<file path="config.mk">
export PLATFORM = sky130hd
export DESIGN_NAME = at_response_deframer
export DESIGN_NICKNAME = d
export VERILOG_FILES = /design/src/rtl/core/atrd_pkg.sv /design/src/rtl/core/at_response_deframer.sv /design/src/rtl/core/atrd_front.sv /design/src/rtl/core/atrd_queue.sv /design/src/rtl/core/atrd_back.sv
export SDC_FILE = /design/constraint.sdc
export NUM_CORES = 1
export LEC_CHECK = 0
export BUFFER_PORTS_ARGS = -buffer_cell sky130_fd_sc_hd__buf_2
export CAP_MARGIN = 20
export CORE_ASPECT_RATIO = 1.75
export CORE_MARGIN = 2
export CORE_UTILIZATION = 55
export DETAILED_ROUTE_END_ITERATION = 8
export MAX_ROUTING_LAYER = met4
export PLACE_DENSITY = 0.72
export SETUP_SLACK_MARGIN = 0.3
export SLEW_MARGIN = 25
export SYNTH_ARGS = -nofsm -noshare
export SYNTH_HDL_FRONTEND = slang
export SYNTH_HIERARCHICAL = 1
export SYNTH_SLANG_ARGS = --single-unit
</file>
<file path="constraint.sdc">
create_clock -name i_clk -period 5 [get_ports i_clk]
set_input_delay 0.25 -clock i_clk [delete_from_list [all_inputs] [get_ports i_clk]]
set_output_delay 0.25 -clock i_clk [all_outputs]
set_load 0.02 [all_outputs]
</file>
<file path="src/rtl/core/atrd_pkg.sv">
// ----------------------------------------------------------------------------
// atrd_pkg: shared types and constants of the AT response deframer
// Command format between parser and emitter, character codes, header and
// keyword tables.
// ----------------------------------------------------------------------------
package atrd_pkg;

    localparam int HDR_LEN   = 5;
    localparam int QDEPTH    = 4;
    localparam int QPTR_W    = $clog2(QDEPTH);
    localparam int QCNT_W    = $clog2(QDEPTH + 1);
    localparam int N_KW      = 5;

    localparam logic [7:0] CHAR_CR    = 8'd13;
    localparam logic [7:0] CHAR_LF    = 8'd10;
    localparam logic [7:0] CHAR_COLON = 8'h3A;
    localparam logic [7:0] CHAR_ZERO  = 8'h30;
    localparam logic [7:0] CHAR_PLUS  = 8'h2B;

    localparam logic KIND_PAYLOAD = 1'b0;
    localparam logic KIND_TEXT    = 1'b1;

    localparam logic [2:0] CLS_NONE   = 3'd0;
    localparam logic [2:0] CLS_OTHER  = 3'd1;
    localparam logic [2:0] CLS_KW_BASE = 3'd2;   // OK, ERROR, FAIL, ready, CLOSED follow

    // plain: one beat as given; replay: header prefix of cnt bytes
    typedef enum logic {
        OP_PLAIN  = 1'b0,
        OP_REPLAY = 1'b1
    } t_op;

    typedef struct packed {
        t_op        op;
        logic [7:0] data;
        logic       kind;
        logic       last;
        logic [2:0] cls;
        logic [2:0] cnt;
    } t_cmd;

    // "+IPD,"
    function automatic logic [7:0] hdr_char(input logic [2:0] idx);
        logic [7:0] c;
        case (idx)
            3'd0:    c = CHAR_PLUS;
            3'd1:    c = 8'h49;
            3'd2:    c = 8'h50;
            3'd3:    c = 8'h44;
            3'd4:    c = 8'h2C;
            default: c = 8'h00;
        endcase
        return c;
    endfunction

    // keyword lengths: OK, ERROR, FAIL, ready, CLOSED
    function automatic logic [2:0] kw_len(input logic [2:0] k);
        logic [2:0] n;
        case (k)
            3'd0:    n = 3'd2;
            3'd1:    n = 3'd5;
            3'd2:    n = 3'd4;
            3'd3:    n = 3'd5;
            3'd4:    n = 3'd6;
            default: n = 3'd0;
        endcase
        return n;
    endfunction

    function automatic logic [7:0] kw_char(input logic [2:0] k, input logic [2:0] pos);
        logic [7:0] c;
        c = 8'h00;
        case (k)
            3'd0: begin
                case (pos)
                    3'd0:    c = 8'h4F;  // O
                    3'd1:    c = 8'h4B;  // K
                    default: c = 8'h00;
                endcase
            end
            3'd1: begin
                case (pos)
                    3'd0:    c = 8'h45;  // E
                    3'd1:    c = 8'h52;  // R
                    3'd2:    c = 8'h52;  // R
                    3'd3:    c = 8'h4F;  // O
                    3'd4:    c = 8'h52;  // R
                    default: c = 8'h00;
                endcase
            end
            3'd2: begin
                case (pos)
                    3'd0:    c = 8'h46;  // F
                    3'd1:    c = 8'h41;  // A
                    3'd2:    c = 8'h49;  // I
                    3'd3:    c = 8'h4C;  // L
                    default: c = 8'h00;
                endcase
            end
            3'd3: begin
                case (pos)
                    3'd0:    c = 8'h72;  // r
                    3'd1:    c = 8'h65;  // e
                    3'd2:    c = 8'h61;  // a
                    3'd3:    c = 8'h64;  // d
                    3'd4:    c = 8'h79;  // y
                    default: c = 8'h00;
                endcase
            end
            3'd4: begin
                case (pos)
                    3'd0:    c = 8'h43;  // C
                    3'd1:    c = 8'h4C;  // L
                    3'd2:    c = 8'h4F;  // O
                    3'd3:    c = 8'h53;  // S
                    3'd4:    c = 8'h45;  // E
                    3'd5:    c = 8'h44;  // D
                    default: c = 8'h00;
                endcase
            end
            default: c = 8'h00;
        endcase
        return c;
    endfunction

    // drop keywords that no longer match after byte b at position pos
    function automatic logic [N_KW-1:0] kw_update(input logic [N_KW-1:0] cands,
                                                  input logic [2:0] pos,
                                                  input logic [7:0] b);
        logic [N_KW-1:0] r;
        r = cands;
        for (int k = 0; k < N_KW; k++) begin
            if (pos >= kw_len(3'(k)) || kw_char(3'(k), pos) != b) begin
                r[k] = 1'b0;
            end
        end
        return r;
    endfunction

    // class of a finished line; lowest keyword index wins
    function automatic logic [2:0] kw_class(input logic [N_KW-1:0] cands,
                                            input logic [2:0] pos);
        logic [2:0] c;
        c = CLS_OTHER;
        for (int k = N_KW - 1; k >= 0; k--) begin
            if (cands[k] && pos == kw_len(3'(k))) begin
                c = CLS_KW_BASE + 3'(k);
            end
        end
        return c;
    endfunction

endpackage

</file>
<file path="src/rtl/core/at_response_deframer.sv">
// ----------------------------------------------------------------------------
// at_response_deframer: modem byte stream to frames and response lines
// Parser, command queue and beat emitter.
// ----------------------------------------------------------------------------
// One received byte per input beat. "+IPD,<len>:" lines become payload beats
// (kind 0, last on the final byte); other lines come out as text beats
// (kind 1) one byte behind, with the byte before CR/LF marked last and
// carrying the line class (1 other, 2 OK, 3 ERROR, 4 FAIL, 5 ready,
// 6 CLOSED). A byte is taken every cycle while the 4-entry command queue has
// room. Each byte yields at most one command; a command is one output beat,
// except a replayed broken header, which takes one beat per held header byte
// (up to 4 held bytes). A queued command is loaded into the output register
// before it shows up as an output beat. Output beats sit in a register behind
// the queue, so under output stall the input keeps flowing until four
// commands wait. No reset sweep.
// ----------------------------------------------------------------------------
module at_response_deframer (
    input  logic       i_clk,
    input  logic       i_rst_n,
    // input channel
    input  logic       i_in_valid,
    output logic       o_in_stall,
    input  logic [7:0] i_rx_byte,
    // output channel
    output logic       o_out_valid,
    input  logic       i_out_stall,
    output logic [7:0] o_out_byte,
    output logic       o_out_kind,
    output logic       o_out_last,
    output logic [2:0] o_line_class
);
    import atrd_pkg::*;

    logic q_full;
    logic q_valid;
    logic push;
    logic pop;
    t_cmd push_cmd;
    t_cmd head_cmd;

    // stall whenever the queue cannot take a command
    assign o_in_stall = q_full;

    atrd_front u_front (
        .i_clk      (i_clk),
        .i_rst_n    (i_rst_n),
        .i_in_valid (i_in_valid),
        .i_rx_byte  (i_rx_byte),
        .i_q_full   (q_full),
        .o_push     (push),
        .o_cmd      (push_cmd)
    );

    atrd_queue u_queue (
        .i_clk   (i_clk),
        .i_rst_n (i_rst_n),
        .i_push  (push),
        .i_cmd   (push_cmd),
        .i_pop   (pop),
        .o_full  (q_full),
        .o_valid (q_valid),
        .o_head  (head_cmd)
    );

    atrd_back u_back (
        .i_clk        (i_clk),
        .i_rst_n      (i_rst_n),
        .i_q_valid    (q_valid),
        .i_q_head     (head_cmd),
        .o_pop        (pop),
        .i_out_stall  (i_out_stall),
        .o_out_valid  (o_out_valid),
        .o_out_byte   (o_out_byte),
        .o_out_kind   (o_out_kind),
        .o_out_last   (o_out_last),
        .o_line_class (o_line_class)
    );

endmodule

</file>
<file path="src/rtl/core/atrd_front.sv">
// ----------------------------------------------------------------------------
// atrd_front: byte parser
// Tracks line/header/length/payload phase and turns each byte into at most
// one emit command for the queue.
// ----------------------------------------------------------------------------
module atrd_front (
    input  logic           i_clk,
    input  logic           i_rst_n,
    input  logic           i_in_valid,
    input  logic [7:0]     i_rx_byte,
    input  logic           i_q_full,
    output logic           o_push,
    output atrd_pkg::t_cmd o_cmd
);
    import atrd_pkg::*;

    typedef enum logic [4:0] {
        PH_IDLE    = 5'b00001,
        PH_TEXT    = 5'b00010,
        PH_HEADER  = 5'b00100,
        PH_LENGTH  = 5'b01000,
        PH_PAYLOAD = 5'b10000
    } t_phase;

    t_phase          r_phase,  n_phase;
    logic [2:0]      r_fill,   n_fill;
    logic [15:0]     r_len,    n_len;
    logic [15:0]     r_rem,    n_rem;
    logic [7:0]      r_held,   n_held;
    logic            r_hv,     n_hv;
    logic [N_KW-1:0] r_cands,  n_cands;
    logic [2:0]      r_pos,    n_pos;

    logic            accept;
    logic            eol;
    logic [2:0]      pos_inc;

    assign accept  = i_in_valid && !i_q_full;
    assign eol     = (i_rx_byte == CHAR_CR) || (i_rx_byte == CHAR_LF);
    assign pos_inc = (r_pos < 3'd7) ? r_pos + 3'd1 : 3'd7;

    always_comb begin
        n_phase = r_phase;
        n_fill  = r_fill;
        n_len   = r_len;
        n_rem   = r_rem;
        n_held  = r_held;
        n_hv    = r_hv;
        n_cands = r_cands;
        n_pos   = r_pos;
        o_push  = 1'b0;
        o_cmd   = '0;
        if (accept) begin
            case (r_phase)
                PH_TEXT: begin
                    if (eol) begin
                        o_push      = r_hv;
                        o_cmd.op    = OP_PLAIN;
                        o_cmd.data  = r_held;
                        o_cmd.kind  = KIND_TEXT;
                        o_cmd.last  = 1'b1;
                        o_cmd.cls   = kw_class(r_cands, r_pos);
                        n_hv        = 1'b0;
                        n_cands     = '1;
                        n_pos       = 3'd0;
                        n_fill      = 3'd0;
                        n_phase     = PH_IDLE;
                    end else begin
                        o_push      = r_hv;
                        o_cmd.op    = OP_PLAIN;
                        o_cmd.data  = r_held;
                        o_cmd.kind  = KIND_TEXT;
                        o_cmd.cls   = CLS_NONE;
                        n_held      = i_rx_byte;
                        n_hv        = 1'b1;
                        n_cands     = kw_update(r_cands, r_pos, i_rx_byte);
                        n_pos       = pos_inc;
                    end
                end
                PH_HEADER: begin
                    if (eol) begin
                        // held prefix goes out as a whole line of class other
                        o_push      = 1'b1;
                        o_cmd.op    = OP_REPLAY;
                        o_cmd.kind  = KIND_TEXT;
                        o_cmd.last  = 1'b1;
                        o_cmd.cls   = CLS_OTHER;
                        o_cmd.cnt   = r_fill;
                        n_hv        = 1'b0;
                        n_cands     = '1;
                        n_pos       = 3'd0;
                        n_fill      = 3'd0;
                        n_phase     = PH_IDLE;
                    end else if (i_rx_byte == hdr_char(r_fill)) begin
                        if (r_fill == 3'(HDR_LEN - 1)) begin
                            n_fill  = 3'd0;
                            n_len   = '0;
                            n_phase = PH_LENGTH;
                        end else begin
                            n_fill  = r_fill + 3'd1;
                        end
                    end else begin
                        // broken header: prefix becomes text; '+' kills every keyword
                        o_push      = 1'b1;
                        o_cmd.op    = OP_REPLAY;
                        o_cmd.kind  = KIND_TEXT;
                        o_cmd.cls   = CLS_NONE;
                        o_cmd.cnt   = r_fill;
                        n_held      = i_rx_byte;
                        n_hv        = 1'b1;
                        n_cands     = '0;
                        n_pos       = r_fill + 3'd1;
                        n_fill      = 3'd0;
                        n_phase     = PH_TEXT;
                    end
                end
                PH_LENGTH: begin
                    if (i_rx_byte == CHAR_COLON) begin
                        n_rem   = r_len;
                        n_phase = (r_len == '0) ? PH_IDLE : PH_PAYLOAD;
                    end else begin
                        n_len = {r_len[12:0], 3'b000} + {r_len[14:0], 1'b0}
                              + {8'h00, i_rx_byte} - {8'h00, CHAR_ZERO};
                    end
                end
                PH_PAYLOAD: begin
                    o_push      = 1'b1;
                    o_cmd.op    = OP_PLAIN;
                    o_cmd.data  = i_rx_byte;
                    o_cmd.kind  = KIND_PAYLOAD;
                    o_cmd.last  = (r_rem == 16'd1);
                    o_cmd.cls   = CLS_NONE;
                    n_rem       = r_rem - 16'd1;
                    if (r_rem == 16'd1) begin
                        n_phase = PH_IDLE;
                    end
                end
                default: begin
                    // idle between lines
                    if (eol) begin
                        n_phase = PH_IDLE;
                    end else if (i_rx_byte == CHAR_PLUS) begin
                        n_cands = '1;
                        n_pos   = 3'd0;
                        n_fill  = 3'd1;
                        n_phase = PH_HEADER;
                    end else begin
                        n_held  = i_rx_byte;
                        n_hv    = 1'b1;
                        n_cands = kw_update('1, 3'd0, i_rx_byte);
                        n_pos   = 3'd1;
                        n_phase = PH_TEXT;
                    end
                end
            endcase
        end
    end

    always_ff @(posedge i_clk) begin
        if (!i_rst_n) begin
            r_phase <= PH_IDLE;
            r_fill  <= '0;
            r_len   <= '0;
            r_rem   <= '0;
            r_held  <= '0;
            r_hv    <= 1'b0;
            r_cands <= '1;
            r_pos   <= '0;
        end else begin
            r_phase <= n_phase;
            r_fill  <= n_fill;
            r_len   <= n_len;
            r_rem   <= n_rem;
            r_held  <= n_held;
            r_hv    <= n_hv;
            r_cands <= n_cands;
            r_pos   <= n_pos;
        end
    end

endmodule

</file>
<file path="src/rtl/core/atrd_queue.sv">
// ----------------------------------------------------------------------------
// atrd_queue: command queue
// Small FIFO between parser and emitter.
// ----------------------------------------------------------------------------
module atrd_queue (
    input  logic           i_clk,
    input  logic           i_rst_n,
    input  logic           i_push,
    input  atrd_pkg::t_cmd i_cmd,
    input  logic           i_pop,
    output logic           o_full,
    output logic           o_valid,
    output atrd_pkg::t_cmd o_head
);
    import atrd_pkg::*;

    t_cmd              r_mem [QDEPTH];
    logic [QPTR_W-1:0] r_wr_ptr;
    logic [QPTR_W-1:0] r_rd_ptr;
    logic [QCNT_W-1:0] r_count;

    assign o_full  = (r_count == QCNT_W'(QDEPTH));
    assign o_valid = (r_count != '0);
    assign o_head  = r_mem[r_rd_ptr];

    always_ff @(posedge i_clk) begin
        if (i_push) begin
            r_mem[r_wr_ptr] <= i_cmd;
        end
    end

    always_ff @(posedge i_clk) begin
        if (!i_rst_n) begin
            r_wr_ptr <= '0;
            r_rd_ptr <= '0;
            r_count  <= '0;
        end else begin
            if (i_push) begin
                r_wr_ptr <= r_wr_ptr + QPTR_W'(1);
            end
            if (i_pop) begin
                r_rd_ptr <= r_rd_ptr + QPTR_W'(1);
            end
            case ({i_push, i_pop})
                2'b10:   r_count <= r_count + QCNT_W'(1);
                2'b01:   r_count <= r_count - QCNT_W'(1);
                default: r_count <= r_count;
            endcase
        end
    end

endmodule

</file>
<file path="src/rtl/core/atrd_back.sv">
// ----------------------------------------------------------------------------
// atrd_back: beat emitter
// Expands queued commands into output beats and holds them in an output
// register.
// ----------------------------------------------------------------------------
module atrd_back (
    input  logic           i_clk,
    input  logic           i_rst_n,
    input  logic           i_q_valid,
    input  atrd_pkg::t_cmd i_q_head,
    output logic           o_pop,
    input  logic           i_out_stall,
    output logic           o_out_valid,
    output logic [7:0]     o_out_byte,
    output logic           o_out_kind,
    output logic           o_out_last,
    output logic [2:0]     o_line_class
);
    import atrd_pkg::*;

    logic [1:0] r_sub;       // beat index inside a replay
    logic       r_valid;
    logic [7:0] r_byte;
    logic       r_kind;
    logic       r_last;
    logic [2:0] r_cls;

    logic       load;
    logic       fire;
    logic       final_beat;
    logic [7:0] e_byte;
    logic       e_last;
    logic [2:0] e_cls;

    assign load       = !r_valid || !i_out_stall;
    assign fire       = i_q_valid && load;
    assign final_beat = (i_q_head.op == OP_PLAIN)
                     || ({1'b0, r_sub} + 3'd1 == i_q_head.cnt);
    assign o_pop      = fire && final_beat;

    always_comb begin
        if (i_q_head.op == OP_REPLAY) begin
            e_byte = hdr_char({1'b0, r_sub});
            e_last = i_q_head.last && final_beat;
            e_cls  = final_beat ? i_q_head.cls : CLS_NONE;
        end else begin
            e_byte = i_q_head.data;
            e_last = i_q_head.last;
            e_cls  = i_q_head.cls;
        end
    end

    always_ff @(posedge i_clk) begin
        if (fire) begin
            r_byte <= e_byte;
            r_kind <= i_q_head.kind;
            r_last <= e_last;
            r_cls  <= e_cls;
        end
    end

    always_ff @(posedge i_clk) begin
        if (!i_rst_n) begin
            r_valid <= 1'b0;
            r_sub   <= '0;
        end else begin
            if (load) begin
                r_valid <= fire;
            end
            if (fire) begin
                r_sub <= final_beat ? 2'd0 : r_sub + 2'd1;
            end
        end
    end

    assign o_out_valid  = r_valid;
    assign o_out_byte   = r_byte;
    assign o_out_kind   = r_kind;
    assign o_out_last   = r_last;
    assign o_line_class = r_cls;

endmodule
</file>
; ---- Yosys cells after proc, flatten, opt, wreduce, memory -nomap -nowiden
; Memory sizes are Yosys's and may differ from the RTL's. A register that Yosys moved wholly into a read port is not among the register bits.
; Cells that the tools add are included.
[classes]
n_addsub = 12
mul = 0
div = 0
n_lt_le_gt_ge = 9
n_eq_ne = 57
shifts = 0
muxes = 172
bitwise = 3
reduce_logical = 49
[ops]
columns = op, count
row1 = $mux 8, 44
row2 = $mux 3, 62
row3 = $mux 16, 5
row4 = $ne 8x8->1, 10
row5 = $pmux 7 s5, 2
row6 = $mux 5, 13
row7 = $pmux 16 s2, 2
row8 = $reduce_and 5->1, 9
row9 = $pmux 7 s6, 1
row10 = $pmux 8 s4, 1
row11 = $pmux 5 s3, 2
row12 = $pmux 7 s4, 1
row13 = $mux 1, 24
row14 = $pmux 8 s3, 1
row15 = $pmux 7 s3, 1
row16 = $pmux 5 s4, 1
row17 = $pmux 3 s3, 2
row18 = $mux 17, 1
row19 = $add 16x16->16, 1
row20 = $add 16x8->16, 1
row21 = $eq 16x1->1 const B, 1
row22 = $eq 8x4->1 const B, 2
row23 = $eq 8x6->1 const B, 2
row24 = $logic_not 16->1, 1
row25 = other kinds (46), 112
[totals]
regBits = 80
latch_bits = 0
ram_bits = 68
romBits = 0
in_bits = 12
output_inout_bits = 15
wordCells = 324
n_memories = 1
[memory_table]
columns = name, words, width, read_ports, rd_clocked_by_memory_dff, wr, line
row1 = u_queue.r_mem, 4, 17, 1, 1, 1, atrd_queue.sv:17  ; t_cmd r_mem [QDEPTH];

; ---- Depth between registers and ports, before layout
[logic_depth]
ltp_word = 15
ltp_mapped = 15
depth_no_buf = 14

; ---- By module
; The synthesis kept the hierarchy.
[modules_own_cells]
columns = mod, instances, cells_per_inst, area_each_um2, seq_area_each_um2
row1 = atrd_front, 1, 742, 5474.0, 1141.1
row2 = atrd_queue, 1, 135, 2944.1, 2222.1
row3 = atrd_back, 1, 57, 713.2, 450.4

; ---- Least setup slack after synthesis
; No wires, ideal clock.
[synth_path]
path_kind = input to register
from = input i_rx_byte[5]
to = register u_front.r_len[9]
setup_time_ns = 0.070
arrival_ns = 3.221
required_ns = 4.930
setup_slack_ns = 1.709
cell_stages = 12
n_path_buf = 1
cell_sequence = clkbuf_1 > inv_1 > fa_1 > inv_1 > ha_1 > ha_1 > nor2b_1 > o31a_1 > o21a_1 > o21ai_0 > or4b_2 > a21oi_1
[synth_between]
elab_chain_cells = 4
word_cells_on_any_way = 13
cone_classes = add/sub (2) / eq/ne (7) / mux (2) / reduce/logical (2)
[synth_lines]
columns = element, line
row1 = "start, declared", at_response_deframer.sv:23  ; input logic [7:0] i_rx_byte,
row2 = $add 16x8->16 / $eq 8x4->1 (equally long branches), "atrd_front.sv:123, atrd_front.sv:39"
row3 = $sub 16x6->16 / $logic_or 1x1->1 (equally long branches), "atrd_front.sv:123, atrd_front.sv:39"
row4 = $mux 16 / $ne 2x2->1 (equally long branches), -
row5 = $pmux 16 s2 / $reduce_and 6->1 (equally long branches), -
row6 = "end signal, assigned", atrd_front.sv:172  ; r_len <= n_len;
row7 = "end, declared", atrd_front.sv:27  ; logic [15:0] r_len, n_len;
; Parallel ways exist; a longest one is shown, timed or not. The select of a mux whose other input is x is not followed.
; A chain may end at the register's enable or synchronous reset.

; ---- Worst setup path in the final report
[layout_path]
from = register u_front.r_fill[2]
to = register u_queue.r_count[2]
[layout_between]
elab_chain_cells = 12
word_cells_on_any_way = 18
cone_classes = eq/ne (7) / mux (9) / reduce/logical (2)
[layout_lines]
columns = element, line
row1 = "start, declared", atrd_front.sv:26  ; logic [2:0] r_fill, n_fill;
row2 = "start signal, assigned", atrd_front.sv:171  ; r_fill <= n_fill;
row3 = $eq 3x3->1 (tied with other cells), atrd_pkg.sv:45  ; case (idx)
row4 = $pmux 7 s5 *, atrd_pkg.sv:45
row5 = $mux 8 *, atrd_front.sv:81  ; if (eol) begin
row6 = $mux 8 *, atrd_front.sv:54  ; case (r_phase)
row7 = $mux 8 *, atrd_front.sv:53  ; if (accept) begin
row8 = $eq 8x8->1 *, atrd_front.sv:94  ; end else if (i_rx_byte == hdr_char(r_fill)) begin
row9 = $mux 1 *, atrd_front.sv:94
row10 = $mux 1 *, atrd_front.sv:81
row11 = $pmux 1 s3 *, atrd_front.sv:54
row12 = $mux 1 *, atrd_front.sv:53
row13 = named net push, at_response_deframer.sv:36  ; logic push;
row14 = $eq 2x1->1 / $eq 2x2->1 (equally long branches), atrd_queue.sv:44  ; case ({i_push, i_pop})
row15 = $pmux 3 s2 / $reduce_bool 2->1 (equally long branches), -
row16 = "end signal, assigned", atrd_queue.sv:45  ; 2'b10: r_count <= r_count + QCNT_W'(1);
row17 = "end signal, assigned", atrd_queue.sv:46  ; 2'b01: r_count <= r_count - QCNT_W'(1);
row18 = "end signal, assigned", atrd_queue.sv:47  ; default: r_count <= r_count;
row19 = "end, declared", atrd_queue.sv:20  ; logic [QCNT_W-1:0] r_count;
; The timed path passes the listed nets; every way through them passes the cells marked *. The select of a mux whose other input is x is not followed.

==> reports/metrics.csv <==
stage,metric,value,unit
yosys,synth_edf_count,81,
setup_path,crit_top_cell,inv_1,
global_route,met3_usage,4.95,%
sta,grt_setup_unrepaired,no,
floorplanning,die_y,174,um
setup_path,r2r-end,u_queue/r_count[2],
floorplanning,rows,62,
yosys,syn-num-nets,1008,
global_route,grt_max_degree,45,
sta,hold_viol,0,
floorplanning,io_pins,27,
sta,tightestPinTransition,0.967,ns
layout,seqCellArea,3810,um2
sta,setup_viol,0,
sta,fin_worst_skew,0.0113,ns
clocking,cts-htree-levels,4,
setup_path,arrival,4.14,ns
setup_path,cp_slowest_cell,dfxtp_1,
setup_path,worst-setup-path-type,reg -> reg,
sta,final_max_slew_viol_count,0,
power_and_ir_drop,power_density,297,nW/um2
min_path,min_path_type,in -> reg,
yosys,synth_top_flop_cell,edfxtp_1,
placed_design,io_buffers,26,
setup_path,reg2regPathDepth,14,
route,drc_errors,0,
yosys,syn_area_per_cell,9.78,um2
clocking,cts_buffers,17,
layout,multiInputGateArea,4800,um2
placed_design,post-dp-hpwl,16900,um
route,postRouteAntennaNets,0,
power_and_ir_drop,p_int,0.00226,W
clocking,cts_hold_buffers,0,
power_and_ir_drop,p_sw,0.000701,W
placed_design,routabilityCongestion,0.930,
route,drtPass1Iterations,7,
clocking,cts.sinks,150,
setup_path,cp_num_cells,14,
yosys,synth_area_leaders,"edfxtp_1 (27%), dfxtp_1 (15%), ha_1 (7.5%)",
global_route,grt_overflow,0,
floorplanning,die_w,101,um
setup_path,crit_path_end_kind,flop,
run_status,status,completed,
floorplanning,coreArea,16400,um2
clocking,cts_setup_buffers,0,
power_and_ir_drop,p_leak,3.62,nW
setup_path,r2r_setup_slack,1.21,ns
setup_path,critPathBufInv,3,
yosys,async_flop_share,0,%
power_and_ir_drop,vdd_drop_max,0.185,mV
setup_path,startpoint_type,flop,
yosys,synth_common_cells,"edfxtp_1 (81), inv_1 (72), dfxtp_1 (69)",
placed_design,placed_cells,1136,
setup_path,cpPeakStageDelay,0.54,ns
clocking,cts-root-buf,clkbuf_16,
layout,n_fill_cell,1394,
power_and_ir_drop,swShare,23.7,%
clocking,ctsResizeCount,0,
sta,fin_crit_sh,75.7,%
floorplanning,dieArea,17700,um2
layout,fin_cells,1170,
sta,relSlewSlack,35.5,%
route,wirelength,22900,um
setup_path,path_delay_family,compound AO/OA/AOI/OAI gates,
global_route,grt_pass1_vias,7189,
setup_path,crit_path_max_fanout,11,
yosys,yosysMostFrequentCell,edfxtp_1,
clocking,clockBufferDepth,2,
global_route,met2_usage,50.9,%
power_and_ir_drop,combPwrFrac,8.9,%
yosys,synth_warnings,6,
yosys,ys_seq_elements,150,
global_route,grt_busiest_layer,met2,
sta,timing.setup.tns,0,ns
layout,layout-drive-gt1-share,10.5,%
route,drtIter0Drc,530,
sta,max_freq,264,MHz
flow_run,drv_cap,0,
yosys,synth_largest_area_cell,edfxtp_1,
setup_path,r2r_start,u_front/r_fill[2],
yosys,synth_cell_types,85,
floorplanning,initial_core_util,55.8,%
setup_path,crit_path_cell_trace,inv_1 > ha_1 > or2_2 > o32ai_1 > o21ai_0 > o21ai_1 > a21oi_1 > inv_1 > ha_1 > inv_1 > fa_1 > xor2_1 > or3_1 > a21boi_0,
sta,fin_crit,3.79,ns
setup_path,endpoint,u_queue/r_count[2],
power_and_ir_drop,p_seq_share,45.1,%
route,num_vias,7206,
global_route,grt_pass1_wl,36700,um
layout,syn_to_final_growth,9.28,%
yosys,synth-seq-area-share,41.8,%
route,viasPerCell,6.16,
yosys,synth_top_area_share,26.6,%
yosys,syn_inst,934,
global_route,antenna_found_initial,2,
clocking,cts_tree,yes,
yosys,syn_area,9130,um2
global_route,grt_util_all_layers,27.8,%
setup_path,critPathRequiredTime,5.35,ns
layout,fin_nets,1005,
route,avgRoutedWirePerCell,19.6,um
global_route,grt_util_met1,26.7,%
setup_path,cp-startpoint,u_front/r_fill[2],
power_and_ir_drop,pwr-share-clk,46.0,%
clocking,insertion_delay,0.43,ns
clocking,clk_pin_slew_worst_paths,0.06,ns
-- power by group through the flow --
stage          Sequential [W]  Clock, W  Combinational (W)
3_3_place_gp          0.00136         0           0.000259
5_1_grt               0.00134   0.00144           0.000290
4_1_cts               0.00133   0.00138           0.000263
3_5_place_dp          0.00136         0           0.000262
6_report              0.00133   0.00136           0.000263
2_1_floorplan         0.00136         0           0.000196
-- metal layers --
metal | vias to the layer above | routed length (um) | part of all wire [%]
met1 | 3476 | 8080 | 35
met2 | 218 | 12900 | 57
met5 | - | 0 | 0
met3 | 63 | 718 | 3.1
li1 | 3449 | - | -
met4 | 0 | 1150 | 5.0
-- sequential cells by signal (all words and copies together), names as in the netlist, 5 cells and up, named ones only --
name	flops
u_front/r_len	16
u_front/r_held	8
u_queue/r_mem	68
u_front/r_cands	5
u_front/r_phase	5
u_front/r_rem	16
u_back/o_out_byte	8
-- logic make-up (layout without fill, tap and decap cells) --
group                    Yosys count  after routing  synth area share (%)
other                              0              2                     0
AO/OA/AOI/OAI                    242            242                  17.6
adder cells (fa/ha/maj)           62             62                  9.07
AND/OR/NAND/NOR                  294            294                  17.1
flip-flops                       150            150                  41.8
buffers and inverters            126            136                  5.62
multiplexers                      31             31                  6.06
XOR/XNOR                          29             29                  2.78
-- worst register-to-register path: stages (launching register included) --
cell      delay [ns]
dfxtp_1         0.54
inv_1           0.11
ha_1            0.27
or2_2           0.30
o32ai_1         0.18
o21ai_0         0.15
o21ai_1         0.48
a21oi_1         0.31
inv_1           0.13
ha_1            0.19
inv_1           0.07
fa_1            0.37
xor2_1          0.17
or3_1           0.30
a21boi_0        0.15
-- worst min path at each step --
| stage | startpoint | end | slack [ns] | depth (start not counted) |
|---|---|---|---|---|
| after floorplan | i_rst_n | flop | 0.37 | 1 |
| after global placement | u_front/r_held[1] | u_front/r_held[1] | 0.46 | 2 |
| after CTS | i_out_stall | u_back/o_out_valid | 0.1 | 3 |
| after global routing | i_out_stall | u_back/o_out_valid | 0.12 | 3 |
| after detailed placement | u_front/r_held[6] | u_front/r_held[6] | 0.47 | 2 |
| final | i_out_stall | u_back/o_out_valid | 0.11 | 3 |
-- placed cells by master (no fill, tap or decap), types with 8 or more instances in the layout --
cell type,n
mux4_2,10
buf_2,26
nand2b_1,12
mux2i_1,11
nand3_1,31
a21oi_1,63
ha_1,55
nand4_1,15
edfxtp_1,81
nor4_1,13
o21ai_0,64
nand2_1,58
clkbuf_16,17
and2_1,17
o21a_1,10
or3_1,12
nor2_1,56
nor3_1,23
a21boi_0,8
xor2_1,13
a22o_1,10
xnor2_1,16
nor2b_1,16
dfxtp_1,69
inv_1,72
-- final cells by class --
type                       count  area share, %
tap                          224           2.81
antenna                        2         0.0502
clock buffer                  18           4.30
clock inverter                14           2.01
timing repair buffer          32           1.76
sequential                   150           38.2
multi-input combinational    658           48.2
inverter                      72           2.71
-- through the flow --
stage | cell area, um2 | total power (W) | utilization [%] | hold slack [ns] | setup slack (ns)
final | 9980 | 0.00296 | 61.0 | 0.107 | 1.21
after CTS | 9970 | 0.00298 | 60.9 | 0.0975 | 1.25
after detailed placement | 9340 | 0.00162 | 57.1 | 0.470 | 1.28
after global routing | 9980 | 0.00306 | 61.0 | 0.121 | 0.873
after floorplan | 9130 | 0.00156 | - | 0.372 | 1.71
after global placement | 9340 | 0.00162 | 57.1 | 0.461 | 1.40
Power figures use the tool's default switching activity.
